==> src/design/itee_pkg.sv <==
package itee_pkg;

  // sizes
  localparam int NUM_TIMERS = 16;
  localparam int TIME_BITS  = 48;
  localparam int ORDER_BITS = 40;
  localparam int ID_BITS    = 4;
  localparam int IVL_BITS   = 32;
  localparam int IDX_W      = (NUM_TIMERS > 1) ? $clog2(NUM_TIMERS) : 1;
  localparam int CNT_W      = $clog2(NUM_TIMERS + 1);

  typedef logic [TIME_BITS-1:0]  time_t;
  typedef logic [ORDER_BITS-1:0] order_t;
  typedef logic [IDX_W-1:0]      idx_t;
  typedef logic [CNT_W-1:0]      cnt_t;

  // request codes
  typedef enum logic [1:0] {
    REQ_ARM    = 2'd0,
    REQ_CANCEL = 2'd1,
    REQ_TICK   = 2'd2,
    REQ_NONE   = 2'd3
  } req_e;

  // result kinds
  typedef enum logic [1:0] {
    KIND_ARM     = 2'd0,
    KIND_CANCEL  = 2'd1,
    KIND_EXPIRED = 2'd2,
    KIND_IDLE    = 2'd3
  } kind_e;

endpackage

==> src/design/interval_timer_expiry_engine_unit.sv <==
// arm and cancel: one result word in the cycle after the start pulse, busy stays low
// tick with the kept earliest deadline still ahead: one result word in the cycle after the start pulse
// tick past the earliest deadline: max(k,1) scan passes over all NUM_TIMERS slots for k due
//   timers, one word at the end of each pass, busy held until the last pass ends
// reset: all timers disarmed, arm counter zero, earliest deadline all ones
// results are strobed for one cycle by result_valid_o; the receiver cannot stall
module interval_timer_expiry_engine_unit (
  input  logic                               clk_i,
  input  logic                               rst_ni,
  input  logic                               start_i,
  output logic                               busy_o,
  input  logic [1:0]                         req_type_i,
  input  logic [itee_pkg::ID_BITS-1:0]       timer_id_i,
  input  logic [itee_pkg::IVL_BITS-1:0]      interval_i,
  input  logic [itee_pkg::TIME_BITS-1:0]     now_i,
  output logic                               result_valid_o,
  output logic [itee_pkg::ID_BITS-1:0]       slot_id_o,
  output logic [1:0]                         kind_o,
  output logic                               was_armed_o,
  output logic                               last_o
);

  // sequencer states
  typedef enum logic [1:0] {
    ST_IDLE = 2'b01,
    ST_SCAN = 2'b10
  } state_e;

  localparam itee_pkg::idx_t IDX_MAX = itee_pkg::IDX_W'(itee_pkg::NUM_TIMERS - 1);

  state_e state_q;

  // timer store: deadline and arm number are only read while the slot is armed
  itee_pkg::time_t  deadline_q [itee_pkg::NUM_TIMERS];
  itee_pkg::order_t arm_ord_q  [itee_pkg::NUM_TIMERS];
  logic [itee_pkg::NUM_TIMERS-1:0] armed_q;
  itee_pkg::order_t order_cnt_q;
  itee_pkg::time_t  earliest_q;

  // scan context
  itee_pkg::time_t  now_q;
  itee_pkg::idx_t   idx_q;
  logic             found_q;
  itee_pkg::idx_t   best_idx_q;
  itee_pkg::order_t best_ord_q;
  itee_pkg::cnt_t   cnt_q;
  itee_pkg::time_t  emin_q;

  // result word register
  logic                         valid_q;
  logic [itee_pkg::ID_BITS-1:0] slot_q;
  itee_pkg::kind_e              kind_q;
  logic                         was_q;
  logic                         last_q;

  logic accept;
  logic id_ok;
  itee_pkg::idx_t id_idx;
  logic [itee_pkg::TIME_BITS:0] arm_sum;
  itee_pkg::time_t arm_dl;
  logic tick_idle;

  assign accept  = start_i && !busy_o;
  assign id_ok   = (32'(timer_id_i) < itee_pkg::NUM_TIMERS);
  assign id_idx  = itee_pkg::IDX_W'(timer_id_i);
  // deadline = now + interval, clamped at the largest time value on carry out
  assign arm_sum = {1'b0, now_i} + (itee_pkg::TIME_BITS + 1)'(interval_i);
  assign arm_dl  = arm_sum[itee_pkg::TIME_BITS] ? '1 : arm_sum[itee_pkg::TIME_BITS-1:0];
  // fast path: kept earliest deadline still in the future
  assign tick_idle = (earliest_q > now_i);

  // one slot per cycle through the shared compare path
  itee_pkg::time_t  cur_dl;
  itee_pkg::order_t cur_ord;
  logic             cur_due;
  logic             take;
  logic             found_n;
  itee_pkg::idx_t   best_idx_n;
  itee_pkg::order_t best_ord_n;
  itee_pkg::cnt_t   cnt_n;
  itee_pkg::time_t  emin_n;
  logic             scan_end;
  logic             tick_done;

  assign cur_dl  = deadline_q[idx_q];
  assign cur_ord = arm_ord_q[idx_q];
  assign cur_due = armed_q[idx_q] && (cur_dl <= now_q);
  // strict compare keeps the lower slot on equal arm numbers
  assign take    = cur_due && (!found_q || (cur_ord < best_ord_q));

  always_comb begin
    found_n    = found_q || cur_due;
    best_idx_n = take ? idx_q : best_idx_q;
    best_ord_n = take ? cur_ord : best_ord_q;
    cnt_n      = cnt_q + itee_pkg::CNT_W'(cur_due);
    // surviving timers set the new earliest deadline
    emin_n     = (armed_q[idx_q] && !cur_due && (cur_dl < emin_q)) ? cur_dl : emin_q;
  end

  assign scan_end  = (state_q == ST_SCAN) && (idx_q == IDX_MAX);
  // the tick ends on the pass that finds nothing or exactly one due timer
  assign tick_done = !found_n || (cnt_n == itee_pkg::CNT_W'(1));

  // control state
  always_ff @(posedge clk_i or negedge rst_ni) begin
    if (!rst_ni) begin
      state_q     <= ST_IDLE;
      armed_q     <= '0;
      order_cnt_q <= '0;
      earliest_q  <= '1;
      valid_q     <= 1'b0;
    end else begin
      valid_q <= 1'b0;
      if (accept) begin
        unique case (req_type_i)
          itee_pkg::REQ_ARM: begin
            valid_q <= 1'b1;
            if (id_ok) begin
              armed_q[id_idx] <= 1'b1;
              order_cnt_q     <= order_cnt_q + 1'b1;
              if (arm_dl < earliest_q) begin
                earliest_q <= arm_dl;
              end
            end
          end
          itee_pkg::REQ_CANCEL: begin
            valid_q <= 1'b1;
            if (id_ok) begin
              armed_q[id_idx] <= 1'b0;
            end
          end
          itee_pkg::REQ_TICK: begin
            valid_q <= tick_idle;
            if (!tick_idle) begin
              state_q <= ST_SCAN;
            end
          end
          default: ;
        endcase
      end
      if (scan_end) begin
        valid_q <= 1'b1;
        if (found_n) begin
          armed_q[best_idx_n] <= 1'b0;
        end
        if (tick_done) begin
          earliest_q <= emin_n;
          state_q    <= ST_IDLE;
        end
      end
    end
  end

  // timer store, scan context and result word payload
  always_ff @(posedge clk_i) begin
    if (accept) begin
      now_q    <= now_i;
      idx_q    <= '0;
      found_q  <= 1'b0;
      cnt_q    <= '0;
      emin_q   <= '1;
      slot_q   <= timer_id_i;
      was_q    <= 1'b0;
      last_q   <= 1'b1;
      kind_q   <= itee_pkg::KIND_IDLE;
      case (req_type_i)
        itee_pkg::REQ_ARM: begin
          kind_q <= itee_pkg::KIND_ARM;
          if (id_ok) begin
            deadline_q[id_idx] <= arm_dl;
            arm_ord_q[id_idx]  <= order_cnt_q;
          end
        end
        itee_pkg::REQ_CANCEL: begin
          kind_q <= itee_pkg::KIND_CANCEL;
          was_q  <= id_ok && armed_q[id_idx];
        end
        default: begin
          slot_q <= '0;
        end
      endcase
    end else if (state_q == ST_SCAN) begin
      idx_q      <= idx_q + 1'b1;
      found_q    <= found_n;
      best_idx_q <= best_idx_n;
      best_ord_q <= best_ord_n;
      cnt_q      <= cnt_n;
      emin_q     <= emin_n;
      if (scan_end) begin
        // start the next pass from scratch
        idx_q   <= '0;
        found_q <= 1'b0;
        cnt_q   <= '0;
        emin_q  <= '1;
        slot_q  <= found_n ? itee_pkg::ID_BITS'(best_idx_n) : '0;
        kind_q  <= found_n ? itee_pkg::KIND_EXPIRED : itee_pkg::KIND_IDLE;
        was_q   <= 1'b0;
        last_q  <= tick_done;
      end
    end
  end

  assign busy_o         = (state_q != ST_IDLE);
  assign result_valid_o = valid_q;
  assign slot_id_o      = slot_q;
  assign kind_o         = kind_q;
  assign was_armed_o    = was_q;
  assign last_o         = last_q;

  // a non-final expired word leaves the scan running
  a_more_follow: assert property (@(posedge clk_i) disable iff (!rst_ni)
    result_valid_o && !last_o |-> busy_o)
    else $error("non-final word while sequencer idle");

  // arm and cancel answer in the next cycle with a single word
  a_quick_answer: assert property (@(posedge clk_i) disable iff (!rst_ni)
    start_i && !busy_o &&
    (req_type_i == itee_pkg::REQ_ARM || req_type_i == itee_pkg::REQ_CANCEL)
    |=> result_valid_o && last_o)
    else $error("arm or cancel word missing");

  // only a cancel word can report an armed timer
  a_was_cancel: assert property (@(posedge clk_i) disable iff (!rst_ni)
    result_valid_o && was_armed_o |-> kind_o == itee_pkg::KIND_CANCEL)
    else $error("was_armed set outside cancel");

  // leaving the scan always goes with the final word
  a_scan_exit: assert property (@(posedge clk_i) disable iff (!rst_ni)
    busy_o ##1 !busy_o |-> result_valid_o && last_o)
    else $error("scan ended without final word");

endmodule
==> config.mk <==
export PLATFORM = sky130hd
export DESIGN_NAME = interval_timer_expiry_engine_unit
export DESIGN_NICKNAME = d
export VERILOG_FILES = /design/src/design/itee_pkg.sv /design/src/design/interval_timer_expiry_engine_unit.sv
export SDC_FILE = /design/constraint.sdc
export NUM_CORES = 2
export LEC_CHECK = 0
export BUFFER_PORTS_ARGS = -buffer_cell sky130_fd_sc_hd__buf_2
export CAP_MARGIN = 10
export CORE_AREA = 3 3 428 430
export DETAILED_ROUTE_END_ITERATION = 12
export DIE_AREA = 0 0 431 433
export GPL_ROUTABILITY_DRIVEN = 0
export GPL_TIMING_DRIVEN = 0
export PLACE_DENSITY = 0.69
export SYNTH_ARGS = -nofsm -noshare
export SYNTH_HDL_FRONTEND = slang
export SYNTH_SLANG_ARGS = --single-unit
==> constraint.sdc <==
create_clock -name clk_i -period 10.3 [get_ports clk_i]
set_input_delay 1.03 -clock clk_i [delete_from_list [all_inputs] [get_ports clk_i]]
set_output_delay 1.03 -clock clk_i [all_outputs]
set_load 0.03 [all_outputs]
==> flow_summary.json <==
{
  "whs_ps": 125,
  "viasPerCell": 5.81,
  "r2r_cells": 22,
  "grt_pass1_vias": 39900,
  "reg2reg_to": "earliest_q[40]$_DFF_PN1_",
  "crit_path_start_kind": "flop",
  "p_sw_mw": 4.51,
  "nNetsFinal": 4695,
  "gr-usage-all-layers_pct": 20.1,
  "slew_viol_final": 0,
  "min_period_ps": 9380,
  "ys_warn_count": 0,
  "pin_count": 99,
  "synth_seq_cells": 1677,
  "drc": 0,
  "p_leak_nw": 29.5,
  "pwr-share-seq_pct": 47.6,
  "status": "finished, final reports clean",
  "clkSinkCount": 1677,
  "final_hold_viol_count": 0,
  "netlist_instances": 3956,
  "cts_setup_buffers": 0,
  "cts_htree_levels": 4,
  "dp_hpwl_mm": 129,
  "clk_latency_ps": 800,
  "clockBufferDepth": 3,
  "die-width_um": 431,
  "root_buffer": "clkbuf_16",
  "start_util_pct": 39.8,
  "cts_tree": "yes",
  "dieArea_sq_um": 187000,
  "power.internal_mw": 12.3,
  "postCtsHoldBufs": 0,
  "rsz0062_at_grt": "false",
  "design_area_sq_um": 82500,
  "synth_area_leader_cell": "edfxtp_1",
  "routed_wl_mm": 188,
  "crit_path_end": "earliest_q[40]$_DFF_PN1_",
  "synth.most_common_cell": "edfxtp_1",
  "antenna_found_initial": 7,
  "endpoint_kind": "flop",
  "yosysSeqAreaShare_pct": 68.7,
  "synth_area_sq_um": 71700,
  "die_h_um": 433,
  "hold_path.class": "in2async",
  "power_frac_comb_pct": 18.0,
  "crit_type": "reg2reg",
  "synth_ff_type": "edfxtp_1",
  "synth.top_cells.by_count": "edfxtp_1 (1507), mux4_2 (448), ha_1 (265)",
  "grt_max_degree": 78,
  "nFillCells": 14900,
  "vias": 39800,
  "vdd.ir_drop.worst_mv": 0.172,
  "drive_gt1_share_pct": 23.2,
  "postCtsResizedCells": 0,
  "finish.utilization_pct": 45.8,
  "io_buffer_count": 97,
  "setup-violations-final": 0,
  "pwr-share-clk_pct": 34.4,
  "clkTransAtPathRegs_ps": 60,
  "dr.pass1.iters": 8,
  "cts_inserted_buffers": 159,
  "syn_avg_cell_area_sq_um": 18.1,
  "grt_pass1_wl_mm": 273,
  "yosysUniqueCellTypes": 80,
  "tightestPinTransition_ps": 1340,
  "fin_skew_ps": 30.4,
  "area_growth_pct": 15.1,
  "async_flop_share_pct": 6.38,
  "r2r_slack_ps": 920,
  "synth-edff-count": 1507,
  "syn_nets": 4311,
  "dpl_cell_area_sq_um": 77200,
  "crit_fanout": 10,
  "worst_ep_required_time_ps": 11000,
  "rows": 156,
  "synth.area.top_cells": "edfxtp_1 (63%), mux4_2 (14%), ha_1 (4.6%)",
  "drt-initial-drc-count": 4729,
  "grt-ovfl-total": 0,
  "power.switching_fraction_pct": 26.8,
  "synth_top_area_share_pct": 63.1,
  "pwr_density_cell_nw_per_um2": 204,
  "cp_data_arrival_time_ps": 10080,
  "max_freq_mhz": 107,
  "period_share_pct": 91.1,
  "coreArea_sq_um": 180000,
  "wl_per_cell_um": 27.4,
  "drtAntennaViolNets": 0,
  "timing.slew.headroom_pct": 10.6,
  "cap_violations": 0
}
[sequential cells by signal, indices dropped and copies added, names as in the netlist, 5 cells and up, named ones only]
name         flops
emin_q          48
now_q           48
armed_q         16
earliest_q      48
cnt_q            5
best_ord_q      40
order_cnt_q     40
arm_ord_q      640
deadline_q     768
[critical path, cell delays in order, from the launching register on]
cell	delay, ps
dfxtp_1	300
buf_2	320
clkbuf_1	510
clkbuf_1	730
clkbuf_1	1010
mux4_2	450
mux4_2	590
ha_1	340
nand4_1	170
nor4_1	590
clkbuf_2	290
nand3_1	90
a22o_1	360
or3_1	550
inv_1	220
ha_1	220
ha_1	230
and3_1	210
a32oi_1	130
o32ai_1	680
buf_2	520
buf_2	470
mux2i_1	240
[layout by cell type, fill, tap and decap left out, drive strengths merged, types with 69 or more instances in the layout]
cell type and n:
nand2 171, ha 265, clkbuf 303, a21oi 107, edfxtp 1507, nand4 69
buf 289, o21ai 71, mux2i 117, nor2 103, inv 264, mux4 448
[how the worst min path moves through the flow]
stage                     startpoint                          end  depth (start not counted)
2_1_floorplan  cnt_q[0]$_SDFFE_PP0P_        cnt_q[0]$_SDFFE_PP0P_                          2
3_3_place_gp   cnt_q[0]$_SDFFE_PP0P_        cnt_q[0]$_SDFFE_PP0P_                          2
3_5_place_dp   cnt_q[0]$_SDFFE_PP0P_        cnt_q[0]$_SDFFE_PP0P_                          2
4_1_cts                       rst_ni   order_cnt_q[9]$_DFFE_PN0P_                          1
5_1_grt                       rst_ni  order_cnt_q[10]$_DFFE_PN0P_                          1
6_report                      rst_ni   order_cnt_q[9]$_DFFE_PN0P_                          1
[cell families (layout without fill, tap and decap cells)]
| family | Yosys count | in the layout | share of synthesized area, % |
|---|---|---|---|
| DFF | 1677 | 1677 | 68.7 |
| buffers and inverters | 407 | 924 | 2.24 |
| other | 0 | 3 | 0 |
| adders and majority gates | 266 | 266 | 4.65 |
| AOI/OAI and AO/OA | 440 | 440 | 4.14 |
| xor gates and xnor gates | 69 | 69 | 0.843 |
| muxes | 573 | 573 | 15.8 |
| and+or+nand+nor | 524 | 524 | 3.56 |
[final cells by class]
cell class                      instances  area, sq um  area share, %
Sequential cell                      1677        49300           59.7
Multi-Input combinational cell       1872        20900           25.4
Clock buffer                          215         4380           5.31
Tap cell                             2370         2970           3.60
Timing Repair Buffer                  223         2540           3.08
Inverter                              253          950           1.15
Clock inverter                         79          741          0.898
Buffer                                154          664          0.806
Antenna cell                            3         7.51        0.00910
[stage by stage]
stage,total power [mW],cells,worst slack [ps],setup TNS [ps]
floorplan,10.1,3956,1920,0
detailed placement,11.2,6539,686,0
global route,17.5,6846,688,0
CTS,16.9,6833,619,0
finish,16.9,6846,921,0
global placement,11.1,6423,-6580,-3770010
[power by group through the flow]
stage	logic [mW]	registers, mW	clock network [mW]
final	3.04	8.02	5.80
after global routing	3.31	8.04	6.14
after CTS	3.02	8.01	5.88
after detailed placement	3.00	8.15	0
after global placement	2.89	8.17	0
after floorplan	2.03	8.09	0
[layer usage]
layer	wire length, um	global-route usage [%]
met2	92000	33.0
met5	13	0
met3	15200	3.01
met4	5410	6.89
met1	75200	27.4
No activity file was read; power rests on OpenSTA's default activity.
